File: config.mk
export PLATFORM = sky130hd
export DESIGN_NAME = record_sort_engine
export DESIGN_NICKNAME = d
export VERILOG_FILES = /design/src/rtl/core/rse_pkg.sv /design/src/rtl/core/rse_ram.sv /design/src/rtl/core/rse_datapath.sv /design/src/rtl/core/rse_ctrl.sv /design/src/rtl/core/record_sort_engine.sv
export SDC_FILE = /design/constraint.sdc
export NUM_CORES = 2
export LEC_CHECK = 0
export BUFFER_PORTS_ARGS = -buffer_cell sky130_fd_sc_hd__buf_2
export CORE_ASPECT_RATIO = 0.7
export CORE_MARGIN = 1.5
export CORE_UTILIZATION = 45
export CTS_CLUSTER_SIZE = 40
export DETAILED_ROUTE_END_ITERATION = 8
export PLACE_DENSITY = 0.58
export RECOVER_POWER = 25
export SYNTH_ARGS = -nofsm -noshare
export SYNTH_HDL_FRONTEND = slang
export SYNTH_SLANG_ARGS = --single-unit
File: constraint.sdc
create_clock -name clk -period 6.8 [get_ports clk]
set_clock_uncertainty 0.15 [all_clocks]
set_input_delay 1.36 -clock clk [delete_from_list [all_inputs] [get_ports clk]]
set_output_delay 1.36 -clock clk [all_outputs]
set_load 0.02 [all_outputs]
File: src/rtl/core/rse_pkg.sv
// ----------------------------------------------------------------------------
// rse_pkg: shared types and constants for the record sort engine
// Record layout, operation codes, result status codes and control structs.
// ----------------------------------------------------------------------------
package rse_pkg;

  localparam int unsigned DEF_CAPACITY = 64;
  localparam int unsigned REC_W        = 59;

  typedef enum logic [2:0] {
    OP_APPEND  = 3'd0,
    OP_DISPLAY = 3'd1,
    OP_SORT_ID = 3'd2,
    OP_SORT_PR = 3'd3,
    OP_SORT_RT = 3'd4
  } opcode_t;

  typedef enum logic [1:0] {
    ST_REC   = 2'd0,
    ST_EMPTY = 2'd1,
    ST_FULL  = 2'd2
  } status_t;

  typedef struct packed {
    logic [15:0] tag;
    logic [2:0]  rating;
    logic [23:0] price;
    logic [15:0] id;
  } rec_t;

  // datapath commands from the controller
  typedef struct packed {
    logic       ld_a;     // capture RAM read data into reg A
    logic       ld_b;     // capture RAM read data into reg B
    logic       ld_in;    // capture input record into reg A
    logic       wr_a;     // write reg A to memory
    logic       wr_b;     // write reg B to memory
  } dp_cmd_t;

endpackage

File: src/rtl/core/rse_ram.sv
// ----------------------------------------------------------------------------
// rse_ram: generic single-port RAM
// One write or one read per cycle, registered read data.
// ----------------------------------------------------------------------------
module rse_ram #(
  parameter int unsigned WIDTH = 8,
  parameter int unsigned DEPTH = 16
) (
  input  logic                     clk,
  input  logic                     we,
  input  logic [$clog2(DEPTH)-1:0] addr,
  input  logic [WIDTH-1:0]         wdata,
  output logic [WIDTH-1:0]         rdata
);

  logic [WIDTH-1:0] mem [DEPTH];

  always_ff @(posedge clk) begin
    if (we) begin
      mem[addr] <= wdata;
    end
    rdata <= mem[addr];
  end

endmodule

File: src/rtl/core/rse_datapath.sv
// ----------------------------------------------------------------------------
// rse_datapath: record store and working registers
// Holds the record RAM and two record registers A and B used by all sorts.
// ----------------------------------------------------------------------------
module rse_datapath
  import rse_pkg::*;
#(
  parameter int unsigned CAPACITY = DEF_CAPACITY
) (
  input  logic                        clk,
  input  dp_cmd_t                     cmd,
  input  logic [$clog2(CAPACITY)-1:0] addr,
  input  rec_t                        in_rec,
  output rec_t                        rd_rec,
  output rec_t                        reg_a
);

  rec_t reg_b;
  rec_t wdata;
  logic [REC_W-1:0] rdata;

  assign wdata  = cmd.wr_b ? reg_b : reg_a;
  assign rd_rec = rec_t'(rdata);

  rse_ram #(.WIDTH(REC_W), .DEPTH(CAPACITY)) u_ram (
    .clk  (clk),
    .we   (cmd.wr_a | cmd.wr_b),
    .addr (addr),
    .wdata(wdata),
    .rdata(rdata)
  );

  always_ff @(posedge clk) begin
    if (cmd.ld_in) begin
      reg_a <= in_rec;
    end else if (cmd.ld_a) begin
      reg_a <= rec_t'(rdata);
    end
    if (cmd.ld_b) begin
      reg_b <= rec_t'(rdata);
    end
  end

endmodule

File: src/rtl/core/rse_ctrl.sv
// ----------------------------------------------------------------------------
// rse_ctrl: sequencer for append, sorts and emit
// Walks the memory one access per cycle for bubble, selection and insertion
// sort, then streams the records out.
// ----------------------------------------------------------------------------
module rse_ctrl
  import rse_pkg::*;
#(
  parameter int unsigned CAPACITY = DEF_CAPACITY
) (
  input  logic                        clk,
  input  logic                        rst,
  input  logic                        in_valid,
  output logic                        in_ready,
  input  logic [2:0]                  in_op,
  output dp_cmd_t                     cmd,
  output logic [$clog2(CAPACITY)-1:0] addr,
  input  rec_t                        rd_rec,
  input  rec_t                        reg_a,
  output logic                        o_valid,
  input  logic                        o_ready,
  output logic [1:0]                  o_status,
  output rec_t                        o_rec,
  output logic                        o_last
);

  localparam int unsigned AW = $clog2(CAPACITY);
  localparam int unsigned CW = $clog2(CAPACITY + 1);

  typedef enum logic [21:0] {
    S_IDLE  = 22'b00_0000_0000_0000_0000_0001,
    S_APWR  = 22'b00_0000_0000_0000_0000_0010, // append: write A at count
    S_BRD0  = 22'b00_0000_0000_0000_0000_0100, // bubble: read k
    S_BRD1  = 22'b00_0000_0000_0000_0000_1000, // bubble: A <= [k], read k+1
    S_BCMP  = 22'b00_0000_0000_0000_0001_0000, // B <= [k+1], compare
    S_BSWP  = 22'b00_0000_0000_0000_0010_0000, // write B at k
    S_BWR2  = 22'b00_0000_0000_0000_0100_0000, // write A at k+1
    S_SRD   = 22'b00_0000_0000_0000_1000_0000, // selection: read pos
    S_SLDA  = 22'b00_0000_0000_0001_0000_0000, // A <= [pos], read first scan slot
    S_SCMP  = 22'b00_0000_0000_0010_0000_0000, // one compare per cycle
    S_SSW0  = 22'b00_0000_0000_0100_0000_0000, // read pos again
    S_SSW1  = 22'b00_0000_0000_1000_0000_0000, // B <= [pos], write best to pos
    S_SSW2  = 22'b00_0000_0001_0000_0000_0000, // write old pos to best
    S_IRD   = 22'b00_0000_0010_0000_0000_0000, // insertion: read held
    S_ILD   = 22'b00_0000_0100_0000_0000_0000, // A <= held, read hole-1
    S_ICMP  = 22'b00_0000_1000_0000_0000_0000,
    S_ISH   = 22'b00_0001_0000_0000_0000_0000, // shift [hole-1] up
    S_IHRD  = 22'b00_0010_0000_0000_0000_0000, // read hole-1
    S_IWR   = 22'b00_0100_0000_0000_0000_0000, // held into slot 0
    S_EMRD  = 22'b00_1000_0000_0000_0000_0000, // emit: read k
    S_EMOUT = 22'b01_0000_0000_0000_0000_0000,
    S_EMWT  = 22'b10_0000_0000_0000_0000_0000
  } state_t;

  state_t        state;
  logic [CW-1:0] count;
  logic [CW-1:0] n;       // active length for passes
  logic [CW-1:0] i;       // outer index
  logic [CW-1:0] k;       // inner index
  logic [CW-1:0] best;
  logic [CW-1:0] k_inc;
  logic [CW-1:0] k_dec;
  logic [CW-1:0] i_inc;
  logic          bub_gt;
  logic          sel_lt;
  logic          ins_lt;
  logic          bub_pass_end;
  logic          last_pass;

  assign k_inc        = k + CW'(1);
  assign k_dec        = k - CW'(1);
  assign i_inc        = i + CW'(1);
  assign bub_gt       = reg_a.id > rd_rec.id;
  assign sel_lt       = rd_rec.price < reg_a.price;
  assign ins_lt       = rd_rec.rating < reg_a.rating;
  assign bub_pass_end = (k + CW'(2)) >= (n - i);
  assign last_pass    = (i + CW'(2)) >= n;

  always_comb begin
    cmd  = '0;
    addr = k[AW-1:0];
    case (state)
      S_IDLE: begin
        cmd.ld_in = in_valid && in_ready && (in_op == OP_APPEND) &&
                    (count != CW'(CAPACITY));
      end
      S_APWR: begin
        cmd.wr_a = 1'b1;
        addr     = count[AW-1:0];
      end
      S_BRD1: begin
        cmd.ld_a = 1'b1;
        addr     = k_inc[AW-1:0];
      end
      S_BCMP: cmd.ld_b = 1'b1;
      S_BSWP: cmd.wr_b = 1'b1;
      S_BWR2: begin
        cmd.wr_a = 1'b1;
        addr     = k_inc[AW-1:0];
      end
      S_SRD: addr = i[AW-1:0];
      S_SLDA: cmd.ld_a = 1'b1;
      S_SCMP: begin
        // a strictly smaller price becomes the new best held in A
        cmd.ld_a = sel_lt;
        addr     = k_inc[AW-1:0];
      end
      S_SSW0: addr = i[AW-1:0];
      S_SSW1: begin
        cmd.ld_b = 1'b1;
        cmd.wr_a = 1'b1;
        addr     = i[AW-1:0];
      end
      S_SSW2: begin
        cmd.wr_b = 1'b1;
        addr     = best[AW-1:0];
      end
      S_IRD: addr = i[AW-1:0];
      S_ILD: begin
        cmd.ld_a = 1'b1;
        addr     = k_dec[AW-1:0];
      end
      S_ICMP: begin
        cmd.ld_b = ins_lt;
        cmd.wr_a = !ins_lt;
      end
      S_ISH: cmd.wr_b = 1'b1;
      S_IHRD: addr = k_dec[AW-1:0];
      S_IWR: cmd.wr_a = 1'b1;
      default: ;
    endcase
  end

  assign in_ready = (state == S_IDLE) && !o_valid;

  always_ff @(posedge clk) begin
    if (rst) begin
      state   <= S_IDLE;
      count   <= '0;
      o_valid <= 1'b0;
    end else begin
      if (o_valid && o_ready) begin
        o_valid <= 1'b0;
      end
      case (state)
        S_IDLE: begin
          if (in_valid && in_ready) begin
            n <= count;
            k <= '0;
            i <= (in_op == OP_SORT_RT) ? CW'(1) : '0;
            case (in_op)
              OP_APPEND: begin
                if (count == CW'(CAPACITY)) begin
                  o_valid  <= 1'b1;
                  o_status <= ST_FULL;
                  o_rec    <= '0;
                  o_last   <= 1'b1;
                end else begin
                  state <= S_APWR;
                end
              end
              OP_DISPLAY, OP_SORT_ID, OP_SORT_PR, OP_SORT_RT: begin
                if (count == '0) begin
                  o_valid  <= 1'b1;
                  o_status <= ST_EMPTY;
                  o_rec    <= '0;
                  o_last   <= 1'b1;
                end else if (count == CW'(1) || in_op == OP_DISPLAY) begin
                  state <= S_EMRD;
                end else if (in_op == OP_SORT_ID) begin
                  state <= S_BRD0;
                end else if (in_op == OP_SORT_PR) begin
                  state <= S_SRD;
                end else begin
                  state <= S_IRD;
                end
              end
              default: ;
            endcase
          end
        end
        S_APWR: begin
          count <= count + CW'(1);
          state <= S_IDLE;
        end
        // bubble: pass i over k = 0 .. n-2-i
        S_BRD0: state <= S_BRD1;
        S_BRD1: state <= S_BCMP;
        S_BCMP, S_BWR2: begin
          if (state == S_BCMP && bub_gt) begin
            state <= S_BSWP;
          end else if (bub_pass_end) begin
            k     <= '0;
            i     <= i_inc;
            state <= last_pass ? S_EMRD : S_BRD0;
          end else begin
            k     <= k_inc;
            state <= S_BRD0;
          end
        end
        S_BSWP: state <= S_BWR2;
        // selection: A holds the best record, scan k = i+1 .. n-1
        S_SRD: begin
          k     <= i_inc;
          best  <= i;
          state <= S_SLDA;
        end
        S_SLDA: state <= S_SCMP;
        S_SCMP: begin
          if (sel_lt) begin
            best <= k;
          end
          if (k_inc >= n) begin
            state <= S_SSW0;
          end else begin
            k <= k_inc;
          end
        end
        S_SSW0: state <= S_SSW1;
        S_SSW1: state <= S_SSW2;
        S_SSW2: begin
          i <= i_inc;
          if (last_pass) begin
            k     <= '0;
            state <= S_EMRD;
          end else begin
            state <= S_SRD;
          end
        end
        // insertion: A = held, hole k
        S_IRD: begin
          k     <= i;
          state <= S_ILD;
        end
        S_ILD: state <= S_ICMP;
        S_ICMP, S_IWR: begin
          if (state == S_ICMP && ins_lt) begin
            state <= S_ISH;
          end else if (i_inc < n) begin
            i     <= i_inc;
            state <= S_IRD;
          end else begin
            k     <= '0;
            state <= S_EMRD;
          end
        end
        S_ISH: begin
          k     <= k_dec;
          state <= (k_dec == '0) ? S_IWR : S_IHRD;
        end
        S_IHRD: state <= S_ICMP;
        S_EMRD: state <= S_EMOUT;
        S_EMOUT: begin
          o_valid  <= 1'b1;
          o_status <= ST_REC;
          o_rec    <= rd_rec;
          o_last   <= (k_inc == n);
          state    <= S_EMWT;
        end
        S_EMWT: begin
          if (o_ready) begin
            if (k_inc == n) begin
              state <= S_IDLE;
            end else begin
              k     <= k_inc;
              state <= S_EMRD;
            end
          end
        end
        default: state <= S_IDLE;
      endcase
    end
  end

  property p_full_last;
    @(posedge clk) disable iff (rst) (o_valid && o_status == ST_FULL) |-> o_last;
  endproperty
  a_full_last: assert property (p_full_last) else $error("full result not last");

  property p_count_max;
    @(posedge clk) disable iff (rst) count <= CW'(CAPACITY);
  endproperty
  a_count_max: assert property (p_count_max) else $error("count overflow");

  property p_busy_no_ready;
    @(posedge clk) disable iff (rst) (state != S_IDLE) |-> !in_ready;
  endproperty
  a_busy_no_ready: assert property (p_busy_no_ready) else $error("ready while busy");

  property p_out_hold;
    @(posedge clk) disable iff (rst)
      (o_valid && !o_ready) |=> (o_valid && $stable(o_rec) && $stable(o_last));
  endproperty
  a_out_hold: assert property (p_out_hold) else $error("result beat changed while held");

endmodule

File: src/rtl/core/record_sort_engine.sv
// ----------------------------------------------------------------------------
// record_sort_engine: record store with bubble, selection and insertion sort
// Appends records, sorts the store in place and streams it out.
// ----------------------------------------------------------------------------
// Append loads the record into A on accept and writes it at the count in S_APWR; a
// full or empty result beat is valid in the cycle after accept. Bubble sort swaps
// pairs by id, selection sort swaps in the lowest price, insertion sort shifts up.
// Emit holds each record until m_tready; next beat is taken after the last result.
// Reset clears the record count and the controller; the store keeps old data.
module record_sort_engine
  import rse_pkg::*;
#(
  parameter int unsigned CAPACITY = DEF_CAPACITY
) (
  input  logic        clk,
  input  logic        rst,
  input  logic        s_tvalid,
  output logic        s_tready,
  input  logic [63:0] s_tdata,  // rec_id, rec_price, rec_rating, rec_tag
  input  logic [2:0]  s_tuser,  // opcode
  output logic        m_tvalid,
  input  logic        m_tready,
  output logic [63:0] m_tdata,  // out_id, out_price, out_rating, out_tag
  output logic [1:0]  m_tuser,  // status
  output logic        m_tlast
);

  dp_cmd_t cmd;
  logic [$clog2(CAPACITY)-1:0] addr;
  rec_t in_rec, rd_rec, reg_a, o_rec;

  assign in_rec  = rec_t'(s_tdata[REC_W-1:0]);
  assign m_tdata = {5'b00000, o_rec};

  rse_ctrl #(.CAPACITY(CAPACITY)) u_ctrl (
    .clk     (clk),
    .rst     (rst),
    .in_valid(s_tvalid),
    .in_ready(s_tready),
    .in_op   (s_tuser),
    .cmd     (cmd),
    .addr    (addr),
    .rd_rec  (rd_rec),
    .reg_a   (reg_a),
    .o_valid (m_tvalid),
    .o_ready (m_tready),
    .o_status(m_tuser),
    .o_rec   (o_rec),
    .o_last  (m_tlast)
  );

  rse_datapath #(.CAPACITY(CAPACITY)) u_dp (
    .clk   (clk),
    .cmd   (cmd),
    .addr  (addr),
    .in_rec(in_rec),
    .rd_rec(rd_rec),
    .reg_a (reg_a)
  );

endmodule
After elaboration in Yosys (flattened, before gate mapping):

Memories as Yosys holds them, arrays and structs flattened. A register that Yosys moved wholly into a read port is not among the register bits.
Cells that the tools add are included.
W data, S select, Z words.

* register bits after elaboration: 237
* RAM bits: 3776
* input port bits: 71
* output and inout port bits: 69
* word-level logic and storage cells: 188
* memories: 1

* $add $sub $neg: 7
* order comparisons: 7
* equality and inequality tests: 47
* muxes and demuxes: 69
* bitwise operators: 2
* reductions and logical operators: 34

Memories
* u_dp.u_ram.mem: depth 64, bits a word 59, read ports 1, clocked after Yosys merged registers in 1, write ports 1, line rse_ram.sv:16 `logic [WIDTH-1:0] mem [DEPTH];`

Operator list (number)
* $pmux W22 S18: 1
* $mux W59: 6
* $pmux W59 S2: 2
* $mux W22: 10
* $mux W7: 14
* $mux W20: 4
* $pmux W7 S9: 1
* $pmux W22 S2: 1
* $pmux W6 S5: 1
* $pmux W7 S4: 1
* $lt A24 B24 Y1: 1
* $eq A22 B1 Y1 const B: 1
* $eq A22 B10 Y1 const B: 1
* $eq A22 B11 Y1 const B: 1
* $eq A22 B12 Y1 const B: 1
* $eq A22 B13 Y1 const B: 1
* $eq A22 B14 Y1 const B: 1
* $eq A22 B15 Y1 const B: 1
* $eq A22 B16 Y1 const B: 1
* $eq A22 B17 Y1 const B: 1
* $eq A22 B18 Y1 const B: 1
* $eq A22 B19 Y1 const B: 1
* $eq A22 B2 Y1 const B: 1
* $eq A22 B20 Y1 const B: 1
* other kinds (53): 111

Depth between registers and ports, before layout:

* depth in word-level cells: 8
* gate-level depth with buffers: 18
* depth with buffers taken out: 16

Modules after synthesis:

A second synthesis with hierarchy kept.

* cell total of the unflattened synthesis: 8835
* area total of the unflattened synthesis: 155908.3 um2

By module, submodules not included
* rse_ram: instances 1, cells an instance 7793, area an instance 142584.2 um2, seq. area each 114569.9 um2
* rse_ctrl: instances 1, cells an instance 784, area an instance 7692.4 um2, seq. area each 3273.1 um2
* rse_datapath: instances 1, cells an instance 252, area an instance 5590.4 um2, seq. area each 3543.4 um2
* record_sort_engine: instances 1, cells an instance 6, area an instance 41.3 um2, seq. area each 0.0 um2

Worst setup path before layout:

Ideal clock, no wire load.

* kind: reg2reg
* from: register u_ctrl.state[21]
* to: memory u_dp.u_ram.mem[15][0] (netlist name), enable pin
* setup time: 0.476 ns
* data arrival time: 5.524 ns
* required time: 6.174 ns
* setup slack: 0.650 ns
* stages on the path, launching flop included: 15
* path buffers: 5
* period minus slack after synthesis: 6.150 ns
* path through: dfxtp_1 buf_4 nor4_4 nand2_1 nor4_2 or2_1 nor2_1 o221ai_1 buf_2 clkbuf_1 clkbuf_1 nand2_1 or2_2 clkbuf_1 nor2_1

* cells in the longest elaborated chain, start to end: 6
* elaborated cells between the ends (all ways): 26
* those cells by class: eq/ne: 15; mux: 5; bitwise: 1; reduce/logical: 5

RTL lines
* from (decl): line rse_ctrl.sv:55 `state_t state;`
* from (signal assigned): line rse_ctrl.sv:195 `state <= last_pass ? S_EMRD : S_BRD0;`
* $eq A22 B2 Y1, or another cell as far along: line rse_ctrl.sv:82 `case (state)`
* $reduce_or A4 Y1 (no source line) / $reduce_or A3 Y1 (equally long branches)
* $pmux W1 S2 / $mux W1 (equally long branches): line rse_ctrl.sv:82
* $or A1 B1 Y1: line rse_datapath.sv:27 `.we (cmd.wr_a | cmd.wr_b),`
* $mux W1: line rse_ram.sv:19 `if (we) begin`
* $mux W1 (implied by the code): line rse_ram.sv:20 `mem[addr] <= wdata;`
* to (decl): line rse_ram.sv:16

Several ways; a longest one is shown, not always the timed one.

Final worst setup path:

* from: register u_ctrl.state[4]
* to: register u_dp.u_ram.rdata[5], read port of u_dp.u_ram.mem

* cells in the longest elaborated chain, start to end: 3
* elaborated cells between the ends (all ways): 15
* those cells by class: eq/ne: 11; mux: 1; reduce/logical: 3

RTL lines
* $eq A22 B8 Y1, or another cell as far along: line rse_ctrl.sv:82
* $reduce_or A4 Y1 (no source line), or another cell as far along
* $pmux W6 S5 (*): line rse_ctrl.sv:82
* to (decl): line rse_ram.sv:13 `output logic [WIDTH-1:0] rdata`

Every way passes the cells marked *; elsewhere a longest branch is shown, timed or not.
A chain may end at the register's enable or synchronous reset.

==> summary.md <==
| Metric | Value |
|---|---|
| Required time of the critical path | 7.36 ns |
| Initial core utilization | 0.453 |
| Reg-to-reg setup timing slack | 0.08 ns |
| Crit end category | register |
| DIE AREA | 0.358 mm2 |
| Setup TNS Final | 0 ns |
| DR vias | 100k |
| Antenna Violating Nets Remaining | 0 |
| First-pass GRT wire length | 710000 um |
| Highest Signal Layer | met5 |
| Final Hold Viols | 0 |
| Largest net degree at the start of global routing | 108 |
| EDFF count, synth | 3983 |
| Post-synth ARST share | 0 |
| Rows | 182 |
| Main synth FF type | edfxtp_1 |
| LEAKAGE | 61.0 nW |
| Maxcap violations | 12 |
| Post-synthesis sequential area ratio | 0.762 |
| GR Util All Layers | 0.279 |
| FF-to-FF Start | u_ctrl.state[4] |
| Yosys warning total | 0 |
| Reg2reg path depth | 13 |
| RD Place Congestion | 0.886 |
| DR iter-0 viols | 16.4k |
| Final Cycle Share | 0.989 |
| Clock Latency Late Sink | 0.94 ns |
| Critical-path top delay cell | o31a_2 |
| Vias in the first global route | 93.0k |
| Layout cells sized above 1 | 0.107 |
| Slowest stage delay, CP | 0.98 ns |
| Yosys reg bits | 4072 |
| Synth area leader | edfxtp_1 |
| Synth top area share | 0.751 |
| Core Box Area | 0.352 mm2 |
| Clock Tree Root | clkbuf_16 |
| CTS tree | done |
| Area grow syn2layout | 13.3% |
| Worst-path fanout max | 37 |
| Reg clk slew, reported paths | 0.06 ns |
| Post-synthesis compound-gate area fraction | 0.0715 |
| FMAX | 0.149 GHz |
| Die X | 714 um |
| Fill count | 29.1k |
| Synth area leaders | edfxtp_1 75%, nand2_1 6.0%, a21oi_1 3.9% |
| Failing checks | max-capacitance violations, max-slew violations |
| XOR/XNOR Fraction of Synth Area | 0.00214 |
| Total wire length | 513000 um |
| Vias per cell | 6.15 |
| Final setup viols | 0 |
| Cell Chain, Critical Path | nor4_2 > nand3_1 > o32ai_2 > or4_1 > nand2b_1 > or3_1 > o31a_2 > buf_12 > a21oi_1 > nor4_1 > o22ai_1 > nor3_1 > o21ai_1 |
| Main combinational cell family by area after synthesis | simple AND/OR/NAND/NOR gates |
| CP top delay family | simple AND/OR/NAND/NOR gates |
| I/O pin count | 140 |
| Mux share of post-synthesis cell area | 0.0494 |
| GR Overflow Total | 0 |
| Maximum vdd drop | 263 uV |
| Synth Area in Adders | 0.00688 |
| Clock sink count | 4072 |
| Final instance area | 0.180 mm2 |
| H-tree Lvls | 5 |
| WL per Instance | 31.5 um |
| Simple-Gate Fraction of Synth Area | 0.0872 |
| Met1 WL | 214000 um |
| Status | complete, but fails checks |
| Mean post-synth cell area | 14.5 um2 |
| Max_slew headroom | -1.05 |
| Setup CP Type | register to register |
| Metal3 WL | 62800 um |
| Pre-Repair DR Iteration Count | 7 |
| Area post-placement | 0.169 mm2 |
| Resized Gates After CTS | 0 |
| Mapped cell area | 0.159 mm2 |
| Nets | 11.5k |
| Worst endpoint data arrival time | 7.29 ns |
| Min Tclk post-route | 6.72 ns |
| Routed wl met2 | 221000 um |
| Mapped Cells | 11.0k |
| Count of different cell masters after synthesis | 82 |
| WP buf/inv | 1 |
| Clk buf depth | 4 |
| Die Y | 501 um |
| Worst-Margin Slew | 3.08 ns |
| TritonCTS buffer count | 378 |
| RSZ-0062 raised after global routing | no |
| Hold_sp | u_dp.u_ram.rdata[7] |
| Hold path cells | 0 |
| Input/output buffers | 129 |
| Critical Path Start Type | register |
| Initial antenna violation count | 30 |
| DRC viols | 0 |
| Pwr Density | 339 mW/mm2 |
| R2R Path End | u_dp.u_ram.rdata[5] |
| Hold path endpoint | u_dp.reg_b[7] |
| Pins Over Slew Limit | 672 |
| HP Class | register to register |
| Hpwl dp | 278000 um |
## how the worst max path moves through the flow
| stage | startpoint | end | depth (start not counted) |
|---|---|---|---|
| CTS | u_ctrl.state[4] | u_dp.u_ram.rdata[5] | 15 |
| global route | u_ctrl.state[4] | u_dp.reg_a[3] | 7 |
| floorplan | u_ctrl.state[21] | u_dp.u_ram.mem[15][0] | 14 |
| global placement | u_ctrl.state[4] | u_dp.u_ram.rdata[5] | 15 |
| detailed placement | u_ctrl.state[4] | u_dp.u_ram.rdata[5] | 15 |
| finish | u_ctrl.state[4] | u_dp.u_ram.rdata[5] | 13 |
## power breakdown
| group | total (mW) | leakage [nW] | switching [mW] | internal [mW] |
|---|---|---|---|---|
| Sequential | 28.6 | 36.6 | 0.643 | 27.9 |
| Combinational | 11.6 | 18.6 | 7.89 | 3.68 |
| Clock | 20.9 | 5.84 | 9.27 | 11.7 |
| Total | 61.1 | 61.0 | 17.8 | 43.3 |
## layout make-up
cell class                 instances  area (um2)  area share
sequential                      4072      121000       0.673
multi-input combinational       6207       35300       0.196
clock buffer                     491       10300      0.0569
tap                             4692        5870      0.0325
timing repair buffer             582        5660      0.0314
clock inverter                   179        1640     0.00910
inverter                          73         274     0.00152
antenna                           11        27.5    0.000153
## cells by family after synthesis
family          after synthesis
xor+xnor                     39
mux                         707
flops                      4072
other cells                   1
compound gates             2077
simple gates               3292
fa+ha+maj                    87
buf+inv                     730
## metal layers
layer | vias to the layer above | track usage
met5 | - | 0
met4 | 10 | 0.0814
met3 | 859 | 0.0579
met2 | 6308 | 0.407
met1 | 51300 | 0.424
li1 | 41900 | -
## metrics by stage
step	util	hold WS, ns	std cells	power [mW]	setup slack, ns
2_1_floorplan	-	0.256	11000	35.6	0.650
3_3_place_gp	0.480	0.311	15600	40.4	0.274
3_5_place_dp	0.480	0.304	15600	40.5	0.198
4_1_cts	0.514	0.320	16300	61.1	0.160
5_1_grt	0.513	0.325	16300	62.9	0.0600
6_report	0.513	0.315	16300	61.1	0.0756
## synth_stat cells, types with 9 or more instances
master / instances
a21o_1: 28
a21oi_1: 1255
and2_1: 64
and3_1: 9
buf_1: 20
buf_2: 298
buf_4: 46
clkbuf_1: 290
dfxtp_1: 89
edfxtp_1: 3983
ha_1: 86
inv_1: 73
mux2_2: 36
mux2i_1: 612
mux4_2: 59
nand2_1: 2566
nand2b_1: 23
nand3_1: 23
nand4_1: 21
nor2_1: 139
nor2b_1: 16
nor3_1: 74
nor4_1: 301
o211ai_1: 61
o21ai_0: 160
o21ai_1: 92
o22ai_1: 422
xnor2_1: 22
xor2_1: 17
## flip-flops by register name, indices dropped and copies added, names as in the netlist, 7 cells and up
register / flops
u_ctrl.i: 7
u_dp.reg_a: 59
u_ctrl.n: 7
u_dp.u_ram.mem: 3776
u_ctrl.k: 7
u_dp.u_ram.rdata: 59
u_dp.reg_b: 59
u_ctrl.state: 22
u_ctrl.o_rec: 59
u_ctrl.count: 7
## placed cells by master, fill, tap and decap left out, types with 45 or more instances in the layout
master,count
mux4_2,59
nor2_4,66
buf_12,143
o22ai_1,422
a21oi_1,1253
nor2_1,73
and2_0,45
clkbuf_1,154
inv_1,73
ha_1,86
o21ai_1,91
nand2_1,2562
nor4_1,301
buf_2,66
o21ai_0,147
mux2i_1,611
clkinv_2,67
buf_4,275
o211ai_1,61
dfxtp_1,89
clkbuf_16,385
clkinv_1,58
nor3_1,75
edfxtp_1,3983
## what timing repair did
item	CTS	global route
setup endpoints to repair	0	1
hold buffers	0	0
hold endpoints to repair	0	0
buffers inserted	0	6
Power figures use the tool's default switching activity.
